<file path="config.mk">
export PLATFORM = sky130hd
export DESIGN_NAME = timer_irq_controller
export DESIGN_NICKNAME = d
export VERILOG_FILES = /design/src/tic_pkg.sv /design/src/tic_store.sv /design/src/tic_regs.sv /design/src/timer_irq_controller.sv
export VERILOG_INCLUDE_DIRS = /design/src /design/src/src
export SDC_FILE = /design/constraint.sdc
export NUM_CORES = 2
export LEC_CHECK = 0
export ABC_AREA = 1
export BUFFER_PORTS_ARGS = -buffer_cell sky130_fd_sc_hd__buf_2
export CELL_PAD_IN_SITES_DETAIL_PLACEMENT = 1
export CELL_PAD_IN_SITES_GLOBAL_PLACEMENT = 2
export CORE_ASPECT_RATIO = 1.5
export CORE_UTILIZATION = 45
export CTS_CLUSTER_SIZE = 14
export DETAILED_ROUTE_END_ITERATION = 10
export PLACE_DENSITY = 0.75
export SLEW_MARGIN = 20
export SYNTH_ARGS = -nofsm -noshare
export SYNTH_HDL_FRONTEND = slang
export SYNTH_SLANG_ARGS = --single-unit
</file>
<file path="constraint.sdc">
create_clock -name clk -period 5.9 [get_ports clk]
set_input_delay 0.885 -clock clk [delete_from_list [all_inputs] [get_ports clk]]
set_output_delay 0.885 -clock clk [all_outputs]
set_load 0.05 [all_outputs]
</file>
<file path="src/timer_irq_controller_assert.svh">
// Assertion macros shared by the timer and interrupt controller modules.
// Depends on nothing; every user has a clock named clk and reset rst_n.
`ifndef TIMER_IRQ_CONTROLLER_ASSERT_SVH
`define TIMER_IRQ_CONTROLLER_ASSERT_SVH

// Same-cycle implication, checked outside reset.
`define TIC_ASSERT_NOW(label, ante, cons, msg) \
  label: assert property (@(posedge clk) disable iff (!rst_n) (ante) |-> (cons)) \
    else $error(msg);

// Next-cycle implication, checked outside reset.
`define TIC_ASSERT_NEXT(label, ante, cons, msg) \
  label: assert property (@(posedge clk) disable iff (!rst_n) (ante) |=> (cons)) \
    else $error(msg);

`endif

</file>
<file path="src/tic_pkg.sv">
// Shared types, register map and helpers for the timer and interrupt controller.
// Used by tic_store, tic_regs and timer_irq_controller; depends on nothing.
`timescale 1ns / 1ps
`default_nettype none

package tic_pkg;

  localparam int REG_WORDS = 64;
  localparam int STORE_AW  = $clog2(REG_WORDS);
  localparam int WORD_W    = 6;
  localparam int DATA_W    = 32;
  localparam int LVL_W     = 4;
  localparam int OP_W      = 2;

  // Operation codes
  localparam logic [OP_W-1:0] OP_TICK  = 2'd0;
  localparam logic [OP_W-1:0] OP_READ  = 2'd1;
  localparam logic [OP_W-1:0] OP_WRITE = 2'd2;
  localparam logic [OP_W-1:0] OP_ACK   = 2'd3;

  // Register map, word indexes from byte offsets
  localparam logic [WORD_W-1:0] W_T1_CNT = WORD_W'(12'h040 / 4);
  localparam logic [WORD_W-1:0] W_T1_RLD = WORD_W'(12'h044 / 4);
  localparam logic [WORD_W-1:0] W_T1_CTL = WORD_W'(12'h048 / 4);
  localparam logic [WORD_W-1:0] W_WDOG   = WORD_W'(12'h04C / 4);
  localparam logic [WORD_W-1:0] W_T2_CNT = WORD_W'(12'h050 / 4);
  localparam logic [WORD_W-1:0] W_T2_RLD = WORD_W'(12'h054 / 4);
  localparam logic [WORD_W-1:0] W_T2_CTL = WORD_W'(12'h058 / 4);
  localparam logic [WORD_W-1:0] W_PS_CNT = WORD_W'(12'h060 / 4);
  localparam logic [WORD_W-1:0] W_PS_RLD = WORD_W'(12'h064 / 4);
  localparam logic [WORD_W-1:0] W_TICK   = WORD_W'(12'h06C / 4);
  localparam logic [WORD_W-1:0] W_MASK   = WORD_W'(12'h090 / 4);
  localparam logic [WORD_W-1:0] W_PEND   = WORD_W'(12'h094 / 4);
  localparam logic [WORD_W-1:0] W_FORCE  = WORD_W'(12'h098 / 4);
  localparam logic [WORD_W-1:0] W_CLEAR  = WORD_W'(12'h09C / 4);

  // Timer control bits and interrupt lines
  localparam int CTL_EN_BIT   = 0;
  localparam int CTL_RLD_BIT  = 1;
  localparam int CTL_LOAD_BIT = 2;
  localparam logic [DATA_W-1:0] IRQ_T1 = 32'h0000_0100;
  localparam logic [DATA_W-1:0] IRQ_T2 = 32'h0000_0200;

  typedef struct packed {
    logic [OP_W-1:0]   op;
    logic [WORD_W-1:0] word;
    logic [DATA_W-1:0] wdata;
    logic [LVL_W-1:0]  lvl;
  } item_t;

  typedef struct packed {
    logic              fired;
    logic [LVL_W-1:0]  int_level;
    logic [DATA_W-1:0] read_data;
  } result_t;

  // Highest set bit among levels 1..15, zero if none
  function automatic logic [LVL_W-1:0] irq_prio(input logic [DATA_W-1:0] eff);
    logic [LVL_W-1:0] lvl;
    lvl = '0;
    for (int i = 1; i < 16; i++) begin
      if (eff[i]) lvl = LVL_W'(i);
    end
    return lvl;
  endfunction

endpackage

`default_nettype wire

</file>
<file path="src/tic_store.sv">
// Plain word storage behind the register window, with per-word valid bits.
// Depends on tic_pkg; read data is registered, unwritten words read zero.
`timescale 1ns / 1ps
`default_nettype none

module tic_store (
  input  wire logic                       clk,
  input  wire logic                       rst_n,
  input  wire logic                       acc_en,    // item transfer on the input side
  input  wire logic                       wr_en,
  input  wire logic [tic_pkg::WORD_W-1:0] word,
  input  wire logic [tic_pkg::DATA_W-1:0] wdata,
  output logic      [tic_pkg::DATA_W-1:0] rd_data
);

  logic [tic_pkg::DATA_W-1:0]    mem [tic_pkg::REG_WORDS];
  logic [tic_pkg::REG_WORDS-1:0] vld_r;
  logic [tic_pkg::DATA_W-1:0]    q_r;
  logic                          q_vld_r;
  logic [tic_pkg::STORE_AW-1:0]  idx;
  logic                          in_range;

  assign idx      = tic_pkg::STORE_AW'(word);
  assign in_range = (32'(word) < tic_pkg::REG_WORDS);

  always_ff @(posedge clk) begin
    if (acc_en && wr_en && in_range) begin
      mem[idx] <= wdata;
    end
    if (acc_en) begin
      q_r <= mem[idx];
    end
  end

  always_ff @(posedge clk) begin
    if (!rst_n) begin
      vld_r   <= '0;
      q_vld_r <= 1'b0;
    end else if (acc_en) begin
      q_vld_r <= in_range && vld_r[idx];
      if (wr_en && in_range) vld_r[idx] <= 1'b1;
    end
  end

  assign rd_data = q_vld_r ? q_r : '0;

endmodule

`default_nettype wire

</file>
<file path="src/tic_regs.sv">
// Named registers: prescaler, tick counter, two timers, watchdog, interrupt logic.
// Depends on tic_pkg; produces the result of the item held in the input stage.
`timescale 1ns / 1ps
`default_nettype none
`include "timer_irq_controller_assert.svh"

module tic_regs (
  input  wire logic                       clk,
  input  wire logic                       rst_n,
  input  wire logic                       fire,      // input stage advances this cycle
  input  wire tic_pkg::item_t             item,
  input  wire logic [tic_pkg::DATA_W-1:0] store_data,
  output tic_pkg::result_t                result
);

  typedef struct packed {
    logic [tic_pkg::DATA_W-1:0] cnt;
    logic                       hit;
  } tmr_t;

  logic [tic_pkg::DATA_W-1:0] t1_cnt_r, t1_cnt_nxt, t1_rld_r, t1_rld_nxt, t1_ctl_r, t1_ctl_nxt;
  logic [tic_pkg::DATA_W-1:0] t2_cnt_r, t2_cnt_nxt, t2_rld_r, t2_rld_nxt, t2_ctl_r, t2_ctl_nxt;
  logic [tic_pkg::DATA_W-1:0] wdog_r, wdog_nxt, ps_cnt_r, ps_cnt_nxt, ps_rld_r, ps_rld_nxt;
  logic [tic_pkg::DATA_W-1:0] tick_r, tick_nxt, mask_r, mask_nxt;
  logic [tic_pkg::DATA_W-1:0] pend_r, pend_nxt, force_r, force_nxt;
  logic                       fired_r, fired_nxt;
  logic [tic_pkg::DATA_W-1:0] ack_bit;
  logic [tic_pkg::DATA_W-1:0] rd_val;
  tmr_t                       t1_step, t2_step;

  function automatic tmr_t tmr_tick(input logic [tic_pkg::DATA_W-1:0] cnt,
                                    input logic [tic_pkg::DATA_W-1:0] rld,
                                    input logic [tic_pkg::DATA_W-1:0] ctl);
    tmr_t s;
    s.cnt = cnt;
    s.hit = 1'b0;
    if (ctl[tic_pkg::CTL_EN_BIT]) begin
      if (cnt == '0) begin
        s.hit = 1'b1;
        if (ctl[tic_pkg::CTL_RLD_BIT]) s.cnt = rld;
      end else begin
        s.cnt = cnt - 1'b1;
      end
    end
    return s;
  endfunction

  assign t1_step = tmr_tick(t1_cnt_r, t1_rld_r, t1_ctl_r);
  assign t2_step = tmr_tick(t2_cnt_r, t2_rld_r, t2_ctl_r);
  assign ack_bit = tic_pkg::DATA_W'(1) << item.lvl;

  always_comb begin
    t1_cnt_nxt = t1_cnt_r;  t1_rld_nxt = t1_rld_r;  t1_ctl_nxt = t1_ctl_r;
    t2_cnt_nxt = t2_cnt_r;  t2_rld_nxt = t2_rld_r;  t2_ctl_nxt = t2_ctl_r;
    wdog_nxt   = wdog_r;    ps_cnt_nxt = ps_cnt_r;  ps_rld_nxt = ps_rld_r;
    tick_nxt   = tick_r;    mask_nxt   = mask_r;
    pend_nxt   = pend_r;    force_nxt  = force_r;   fired_nxt  = fired_r;
    if (fire) begin
      unique case (item.op)
        tic_pkg::OP_TICK: begin
          if (ps_cnt_r != '0) begin
            ps_cnt_nxt = ps_cnt_r - 1'b1;
          end else begin
            // prescaler underflow: reload and tick everything behind it
            ps_cnt_nxt = ps_rld_r;
            tick_nxt   = tick_r + 1'b1;
            t1_cnt_nxt = t1_step.cnt;
            t2_cnt_nxt = t2_step.cnt;
            pend_nxt   = pend_r | (t1_step.hit ? tic_pkg::IRQ_T1 : '0)
                                | (t2_step.hit ? tic_pkg::IRQ_T2 : '0);
            if (wdog_r > tic_pkg::DATA_W'(1)) begin
              wdog_nxt = wdog_r - 1'b1;
            end else if (wdog_r == tic_pkg::DATA_W'(1)) begin
              fired_nxt = 1'b1;
            end
          end
        end
        tic_pkg::OP_READ: begin
        end
        tic_pkg::OP_WRITE: begin
          unique case (item.word)
            tic_pkg::W_T1_CNT: t1_cnt_nxt = item.wdata;
            tic_pkg::W_T1_RLD: t1_rld_nxt = item.wdata;
            tic_pkg::W_T1_CTL: begin
              t1_ctl_nxt = item.wdata;
              if (item.wdata[tic_pkg::CTL_LOAD_BIT]) t1_cnt_nxt = t1_rld_r;
            end
            tic_pkg::W_WDOG:   wdog_nxt   = item.wdata;
            tic_pkg::W_T2_CNT: t2_cnt_nxt = item.wdata;
            tic_pkg::W_T2_RLD: t2_rld_nxt = item.wdata;
            tic_pkg::W_T2_CTL: begin
              t2_ctl_nxt = item.wdata;
              if (item.wdata[tic_pkg::CTL_LOAD_BIT]) t2_cnt_nxt = t2_rld_r;
            end
            tic_pkg::W_PS_RLD: ps_rld_nxt = item.wdata;
            tic_pkg::W_MASK:   mask_nxt   = item.wdata;
            tic_pkg::W_PEND:   pend_nxt   = item.wdata;
            tic_pkg::W_FORCE:  force_nxt  = item.wdata;
            tic_pkg::W_CLEAR: begin
              pend_nxt  = pend_r & ~item.wdata;
              force_nxt = force_r & ~item.wdata;
            end
            // prescaler and tick counter are read-only; other words live in the store
            default: begin
            end
          endcase
        end
        tic_pkg::OP_ACK: begin
          pend_nxt  = pend_r & ~ack_bit;
          force_nxt = force_r & ~ack_bit;
        end
        default: begin
        end
      endcase
    end
  end

  always_comb begin
    unique case (item.word)
      tic_pkg::W_T1_CNT: rd_val = t1_cnt_r;
      tic_pkg::W_T1_RLD: rd_val = t1_rld_r;
      tic_pkg::W_T1_CTL: rd_val = t1_ctl_r;
      tic_pkg::W_WDOG:   rd_val = wdog_r;
      tic_pkg::W_T2_CNT: rd_val = t2_cnt_r;
      tic_pkg::W_T2_RLD: rd_val = t2_rld_r;
      tic_pkg::W_T2_CTL: rd_val = t2_ctl_r;
      tic_pkg::W_PS_CNT: rd_val = ps_cnt_r;
      tic_pkg::W_PS_RLD: rd_val = ps_rld_r;
      tic_pkg::W_TICK:   rd_val = tick_r;
      tic_pkg::W_MASK:   rd_val = mask_r;
      tic_pkg::W_PEND:   rd_val = pend_r;
      tic_pkg::W_FORCE:  rd_val = force_r;
      tic_pkg::W_CLEAR:  rd_val = '0;
      default:           rd_val = store_data;
    endcase
  end

  assign result.read_data = (item.op == tic_pkg::OP_READ) ? rd_val : '0;
  assign result.int_level = tic_pkg::irq_prio((pend_nxt | force_nxt) & mask_nxt);
  assign result.fired     = fired_nxt;

  always_ff @(posedge clk) begin
    if (!rst_n) begin
      t1_cnt_r <= '0;  t1_rld_r <= '0;  t1_ctl_r <= '0;
      t2_cnt_r <= '0;  t2_rld_r <= '0;  t2_ctl_r <= '0;
      wdog_r   <= '0;  ps_cnt_r <= '0;  ps_rld_r <= '0;
      tick_r   <= '0;  mask_r   <= '0;
      pend_r   <= '0;  force_r  <= '0;  fired_r  <= 1'b0;
    end else begin
      t1_cnt_r <= t1_cnt_nxt;  t1_rld_r <= t1_rld_nxt;  t1_ctl_r <= t1_ctl_nxt;
      t2_cnt_r <= t2_cnt_nxt;  t2_rld_r <= t2_rld_nxt;  t2_ctl_r <= t2_ctl_nxt;
      wdog_r   <= wdog_nxt;    ps_cnt_r <= ps_cnt_nxt;  ps_rld_r <= ps_rld_nxt;
      tick_r   <= tick_nxt;    mask_r   <= mask_nxt;
      pend_r   <= pend_nxt;    force_r  <= force_nxt;   fired_r  <= fired_nxt;
    end
  end

  `TIC_ASSERT_NEXT(a_fired_sticky, fired_r, fired_r, "watchdog flag dropped")
  `TIC_ASSERT_NEXT(a_idle_pend_hold, !fire, $stable(pend_r) && $stable(force_r),
                   "interrupt state moved without an item")
  `TIC_ASSERT_NEXT(a_ps_count_down,
                   fire && item.op == tic_pkg::OP_TICK && ps_cnt_r != '0,
                   $stable(tick_r) && ps_cnt_r == $past(ps_cnt_r) - 1'b1,
                   "prescaler tick without underflow misbehaved")

endmodule

`default_nettype wire

</file>
<file path="src/timer_irq_controller.sv">
// Top level of the timer and interrupt controller: input stage, output register.
// Depends on tic_pkg, tic_store and tic_regs.
//
//   channel  direction  tdata fields (low bit up)                    tuser
//   in_      to block   reg_word[5:0] write_data[37:6] ack_level[41:38] opcode[1:0]
//   out_     from block read_data[31:0] int_level[35:32] wdog_flag[36]  -
//
// One item per clock sustained while the output is not stalled; each result passes
// through the input stage, then the output register, from which it is offered and
// can transfer.
// The plain word store is read at the input transfer, so its registered read
// data lines up with the item in the input stage.
// rst_n is synchronous and clears every counter, named register and valid bit, but not the stage data or stored words.
// A stalled output holds both stages; in_tready drops only when both are full
// and out_tready is low.
`timescale 1ns / 1ps
`default_nettype none
`include "timer_irq_controller_assert.svh"

module timer_irq_controller (
  input  wire logic        clk,
  input  wire logic        rst_n,
  input  wire logic        in_tvalid,
  output logic             in_tready,
  input  wire logic [47:0] in_tdata,   // reg_word[5:0], write_data[37:6], ack_level[41:38]
  input  wire logic [1:0]  in_tuser,   // opcode[1:0]
  output logic             out_tvalid,
  input  wire logic        out_tready,
  output logic [39:0]      out_tdata   // read_data[31:0], int_level[35:32], wdog_flag[36]
);

  logic                       s1_valid_r;
  tic_pkg::item_t             s1_item_r;
  logic                       out_valid_r;
  tic_pkg::result_t           out_res_r;
  tic_pkg::item_t             in_item;
  tic_pkg::result_t           res;
  logic                       in_fire;
  logic                       s1_adv;
  logic [tic_pkg::DATA_W-1:0] store_data;

  assign in_item.op    = in_tuser;
  assign in_item.word  = in_tdata[5:0];
  assign in_item.wdata = in_tdata[37:6];
  assign in_item.lvl   = in_tdata[41:38];

  assign s1_adv    = s1_valid_r && (!out_valid_r || out_tready);
  assign in_tready = !s1_valid_r || s1_adv;
  assign in_fire   = in_tvalid && in_tready;

  tic_store u_store (
    .clk     (clk),
    .rst_n   (rst_n),
    .acc_en  (in_fire),
    .wr_en   (in_item.op == tic_pkg::OP_WRITE),
    .word    (in_item.word),
    .wdata   (in_item.wdata),
    .rd_data (store_data)
  );

  tic_regs u_regs (
    .clk        (clk),
    .rst_n      (rst_n),
    .fire       (s1_adv),
    .item       (s1_item_r),
    .store_data (store_data),
    .result     (res)
  );

  always_ff @(posedge clk) begin
    if (in_fire) s1_item_r <= in_item;
    if (s1_adv)  out_res_r <= res;
  end

  always_ff @(posedge clk) begin
    if (!rst_n) begin
      s1_valid_r  <= 1'b0;
      out_valid_r <= 1'b0;
    end else begin
      // hold the stage until its result moves on, refill on transfer
      if (in_fire) begin
        s1_valid_r <= 1'b1;
      end else if (s1_adv) begin
        s1_valid_r <= 1'b0;
      end
      if (s1_adv) begin
        out_valid_r <= 1'b1;
      end else if (out_tready) begin
        out_valid_r <= 1'b0;
      end
    end
  end

  assign out_tvalid = out_valid_r;
  assign out_tdata  = {3'b000, out_res_r.fired, out_res_r.int_level, out_res_r.read_data};

  `TIC_ASSERT_NEXT(a_s1_hold, s1_valid_r && !s1_adv, s1_valid_r && $stable(s1_item_r),
                   "input stage lost or changed a held item")
  `TIC_ASSERT_NEXT(a_adv_fills_out, s1_adv, out_valid_r, "advanced item produced no result")
  `TIC_ASSERT_NOW(a_no_overrun, in_fire, !s1_valid_r || s1_adv,
                  "input transfer into a full stage")

endmodule

`default_nettype wire
</file>
# Yosys cells after proc, flatten, opt, wreduce, memory -nomap -nowiden
# Memories as Yosys holds them, arrays and structs flattened. A register that Yosys moved wholly into a read port is not among the register bits.
# Cells that the tools add are included.
# word_totals
input_bits	54
word_cells	173
ramBits	2048
register_bits	565
mem_count	1
output_inout_bits	42
# memory_table
memory	words	width	rd	rd_ports_with_merged_regs	wr	line	text
u_store.mem	64	32	1	1	1	tic_store.sv:16	logic [tic_pkg::DATA_W-1:0] mem [tic_pkg::REG_WORDS];
# op_classes
bitwise	12
eq_ne	30
shifts	1
addsub	5
n_reduce_logical	29
n_mux	64
n_lt_le_gt_ge	3
# op_table
cell	count
2-to-1 mux 32 bit	19
case mux 32 bit (2 select lines)	8
case mux 32 bit (14 select lines)	1
bitwise AND 32 bit	4
subtractor 32 x 1 -> 32 bit (second input constant)	4
case mux 32 bit (3 select lines)	1
2-to-1 mux 33 bit	2
zero test 32 bit	2
inverter 32 bit	2
bitwise OR 32 bit	2
bitwise OR 64 bit	1
== test 6 x 5 -> 1 bit (second input constant)	10
adder 32 x 1 -> 32 bit (second input constant)	1
== test 32 x 1 -> 1 bit (second input constant)	1
greater-than comparator 32 x 1 -> 1 bit (second input constant)	1
nonzero test 32 bit	1
left shift 1 x 4 -> 32 bit (first input constant)	1
== test 6 bit (second input constant)	4
2-to-1 mux 3 bit	8
AND reduction 3 bit	6
2-to-1 mux 1 bit	17
bitwise AND 16 bit	1
bitwise OR 16 bit	1
AND reduction 7 bit	2
other kinds (25)	44

# Logic depth before layout (Yosys ltp)
# depth
depth_word	25
ltp_mapped	25
ltp_nobuf	25

# Modules after synthesis
# A second synthesis with hierarchy kept.
# hier_totals
hier_cells	10543
area_unflattened_um2	110707.4
# by_module_without_submodules
module	n_inst	seq_area_each_um2	area_per_inst_um2	cells_each
tic_store	1	63761.2	84706.2	6988
tic_regs	1	8348.0	23440.0	3455
timer_irq_controller	1	2472.4	2561.2	100

# Least setup slack after synthesis
# OpenSTA, ideal clock, no wires.
# synth_path
path_type	input -> register
start	input out_tready
end	memory u_store.mem[0][0] in the netlist's numbering (enable)
required_time_ns	5.477
path_buffers	1
path_stages	11
t_arrival_ns	5.143
setup_slack_ns	0.335
setup_time_ns	0.423
cell_sequence	inv_1 nand3_1 nand2_1 inv_1 nand2_1 nor2_1 inv_1 clkbuf_1 nor2_1 inv_1 nor2_1
# synth_between
elab_chain_len	7
# synth_lines
element	line	text
from (decl)	timer_irq_controller.sv:28	input wire logic out_tready,
logical OR 1 bit	timer_irq_controller.sv:47	assign s1_adv = s1_valid_r && (!out_valid_r || out_tready);
logical AND 1 bit	timer_irq_controller.sv:47	
logical OR 1 bit	timer_irq_controller.sv:48	assign in_tready = !s1_valid_r || s1_adv;
net in_tready	timer_irq_controller.sv:24	output logic in_tready,
logical AND 1 bit	timer_irq_controller.sv:49	assign in_fire = in_tvalid && in_tready;
net in_fire	timer_irq_controller.sv:38	logic in_fire;
logical AND 1 bit	tic_store.sv:27	if (acc_en && wr_en && in_range) begin
2-to-1 mux 1 bit	tic_store.sv:27	
2-to-1 mux 1 bit (not written as such)	tic_store.sv:28	mem[idx] <= wdata;
to (decl)	tic_store.sv:16	
# The timed path passes the listed nets, and every way through them passes these cells.

# Final worst setup path
# layout_path
start	register s1_item_r[38] in the netlist's numbering
end	register u_regs.wdog_r[31] in the netlist's numbering
# layout_between
elab_chain_len	3
# layout_lines
element	line	text
from (decl)	timer_irq_controller.sv:33	tic_pkg::item_t s1_item_r;
from (signal assigned)	timer_irq_controller.sv:71	if (in_fire) s1_item_r <= in_item;
== test 6 x 5 -> 1 bit	tic_regs.sv:81	unique case (item.word)
inequality test 2 x 1 -> 1 bit (no source line)	-	
AND reduction 5 bit (no source line)	-	
to (signal assigned)	tic_regs.sv:152	wdog_r <= wdog_nxt; ps_cnt_r <= ps_cnt_nxt; ps_rld_r <= ps_rld_nxt;
to (decl)	tic_regs.sv:23	logic [tic_pkg::DATA_W-1:0] wdog_r, wdog_nxt, ps_cnt_r, ps_cnt_nxt, ps_rld_r, ps_rld_nxt;
# Every way passes these cells.
# A chain may end at the register's enable or synchronous reset.

==> flow_summary.json <==
{
  "status": "completed",
  "required_ns": 6.66,
  "fin_crit_sh": 0.744,
  "dieArea_sq_mm": 0.233,
  "synth.most_common_cell": "edfxtp_1",
  "ir_worst_vdd_uv": 236,
  "tritoncts": "done",
  "drive_gt1_frac": 0.108,
  "synthMuxAreaShare": 0,
  "drt-total-wl_um": 398000,
  "clockBufferDepth": 4,
  "timing.final.crit_period_ns": 4.39,
  "rows": 215,
  "slew_headroom": 0.142,
  "worst_pin_slew_ns": 1.28,
  "vias": 73400,
  "die_w_um": 394,
  "slew_violations": 0,
  "fillCellCount": 23000,
  "cp_max_fo": 44,
  "ys_seq_area_frac": 0.719,
  "cts_hold_buf": 0,
  "cap_viol_max_count": 0,
  "yosys-top-cells-count": "2,161 x edfxtp_1, 1,212 x nand2_1, 564 x nor2_1",
  "clk_latency_ns": 0.85,
  "synth_fa_ha_area_frac": 0.000723,
  "place_ws_ns": 1.29,
  "skew_ns": 0.0410,
  "first_pass_iters": 5,
  "start_util": 0.453,
  "endpoint_kind": "flop",
  "p_per_area_mw_per_mm2": 350,
  "postCtsSetupBuffers": 0,
  "drc": 0,
  "avgSynthCellArea_sq_um": 12.6,
  "syn_inst": 8212,
  "worst_ep_arrival_time_ns": 5.15,
  "core_sq_mm": 0.229,
  "portBuffers": 86,
  "wl_per_cell_um": 34.2,
  "synth-main-ff-cell": "edfxtp_1",
  "synth-simple-area-share": 0.101,
  "critPathSlowestCell": "nor2_1",
  "ys_types": 68,
  "grt_max_degree": 101,
  "cellLeakagePower_uw": 0.0389,
  "synth_edf_count": 2161,
  "clk_pin_slew_worst_paths_ns": 0.06,
  "synth_top_cell_by_area": "edfxtp_1",
  "crit_chain": "nor2_1, nand2_2, inv_1, o21ai_1, nor2_2, buf_4, inv_2, a21oi_1, o21ai_1, a21oi_1",
  "cpPeakStageDelay_ns": 0.74,
  "fin_ws_ns": 1.51,
  "antenna_found_initial": 16,
  "clock-sinks": 2645,
  "synth_xor_area_frac": 0.00422,
  "fin_nets": 8443,
  "yosys_warnings": 0,
  "synthesis.area_sq_mm": 0.104,
  "post-dp-hpwl_um": 256000,
  "gr-usage-all-layers": 0.336,
  "path_class": "flop to flop",
  "dp_cells": 11200,
  "ys_seq_elements": 2645,
  "max_freq_ghz": 0.228,
  "setup_violations": 0,
  "io_pins": 96,
  "regToRegSetupSlack_ns": 1.51,
  "drtIter0Drc": 6988,
  "cts-resized-gates": 0,
  "final_cells": 11600,
  "area_delta_synth_final_pct": 13.4,
  "synth_compound_area_frac": 0.143,
  "startpoint_type": "flop",
  "rsz0062_at_grt": "false",
  "synthTopCellsByArea": "edfxtp_1 63%, dfxtp_1 9.3%, nand2_1 4.4%",
  "globalplace.congestion": 0.960,
  "htreeDepth": 5,
  "viasPerCell": 6.31,
  "async_flop_share": 0,
  "setup_tns_ns": 0,
  "cts_root_buffer": "clkbuf_16",
  "numCtsBuffers": 266,
  "die_h_um": 590,
  "hp-class": "primary input to flop",
  "hold_viol": 0,
  "grt_pass1_vias": 75100,
  "gr-total-overflow": 0,
  "yosysTopAreaCellShare": 0.625,
  "ant_nets": 0,
  "grt_pass1_wl_um": 559000,
  "synth_top_family_by_area": "compound AO/OA/AOI/OAI gates"
}
## final cells by class
class,instances,area (sq um),share of cell area
Multi-Input combinational cell,4678,26400,0.225
Tap cell,3038,3800,0.0323
Inverter,407,1570,0.0133
Clock buffer,344,7260,0.0617
Clock inverter,113,937,0.00796
Sequential cell,2645,74600,0.634
Antenna cell,11,27.5,0.000234
Timing Repair Buffer,385,3070,0.0261
## worst max-delay path, delay by kind of cell (launching register included)
| kind | cells | cell delay (ns) |
|---|---|---|
| simple gates | 3 | 1.49 |
| compound gates | 4 | 0.65 |
| buf+inv | 3 | 1.66 |
| flops | 1 | 0.43 |
## stage by stage
step / hold WS (ns) / cell area (sq um) / total power [uW] / util
after global placement: 0.447 / 109000 / 24900 / 0.478
after global routing: 0.216 / 118000 / 42200 / 0.514
after detailed placement: 0.455 / 109000 / 25000 / 0.478
after CTS: 0.198 / 118000 / 41300 / 0.514
after floorplan: 0.425 / 104000 / 22900 / -
final: 0.247 / 118000 / 41200 / 0.514
## registers in the layout, summed over array words and instances (netlist names), named ones only
name	cells
u_store.q_r	32
u_regs.t1_ctl_r	32
u_store.q_vld_r	1
u_regs.pend_r	31
u_regs.t1_rld_r	32
u_regs.force_r	31
u_regs.fired_r	1
u_regs.t2_ctl_r	32
s1_item_r	44
s1_valid_r	1
u_store.vld_r	64
u_regs.t1_cnt_r	32
u_store.mem	2048
u_regs.t2_cnt_r	32
out_tvalid	1
out_tdata	37
u_regs.ps_rld_r	32
u_regs.mask_r	31
u_regs.wdog_r	32
u_regs.tick_r	32
u_regs.t2_rld_r	32
u_regs.ps_cnt_r	32
## path summary, 6_finish.rpt
kind | start | endpoint | cells after the start
worst min register to register | u_regs.fired_r$_SDFF_PN0_ | u_regs.fired_r$_SDFF_PN0_ | 2
worst max-delay path | s1_item_r[38]$_DFFE_PP_ | u_regs.wdog_r[31]$_SDFFE_PN0P_ | 10
worst min-delay path | in_tdata[39] | s1_item_r[1]$_DFFE_PP_ | 1
worst max register to register | s1_item_r[38]$_DFFE_PP_ | u_regs.wdog_r[31]$_SDFFE_PN0P_ | 10
## cell families (layout without fill, tap and decap cells)
family / Yosys count / in the layout
and+or+nand+nor: 2405 / 2405
xor gates and xnor gates: 50 / 50
other: 1 / 14
adders and majority gates: 6 / 6
DFF: 2645 / 2645
buffers and inverters: 891 / 1249
AOI/OAI and AO/OA: 2214 / 2214
## cells in the final DEF (no fill, tap or decap), drive strengths merged, types with 342 or more instances in the layout
| cell | count |
|---|---|
| dfxtp | 484 |
| nor2 | 590 |
| o21ai | 558 |
| buf | 384 |
| a22oi | 342 |
| inv | 391 |
| a21oi | 481 |
| clkbuf | 345 |
| edfxtp | 2161 |
| nand2 | 1220 |
## power by group
part / leakage, uW / internal [uW] / switching (uW)
Clock: 0.00401 / 9300 / 7260
Combinational: 0.0115 / 948 / 3200
Sequential: 0.0234 / 20300 / 178
## layer usage
metal	track usage	part of all wire	up-vias
li1	-	-	31400
met3	0.0434	0.060	888
met1	0.395	0.37	38000
met2	0.575	0.50	3035
met5	0	0.00014	-
met4	0.226	0.078	8
No activity file was read; power rests on OpenSTA's default activity.
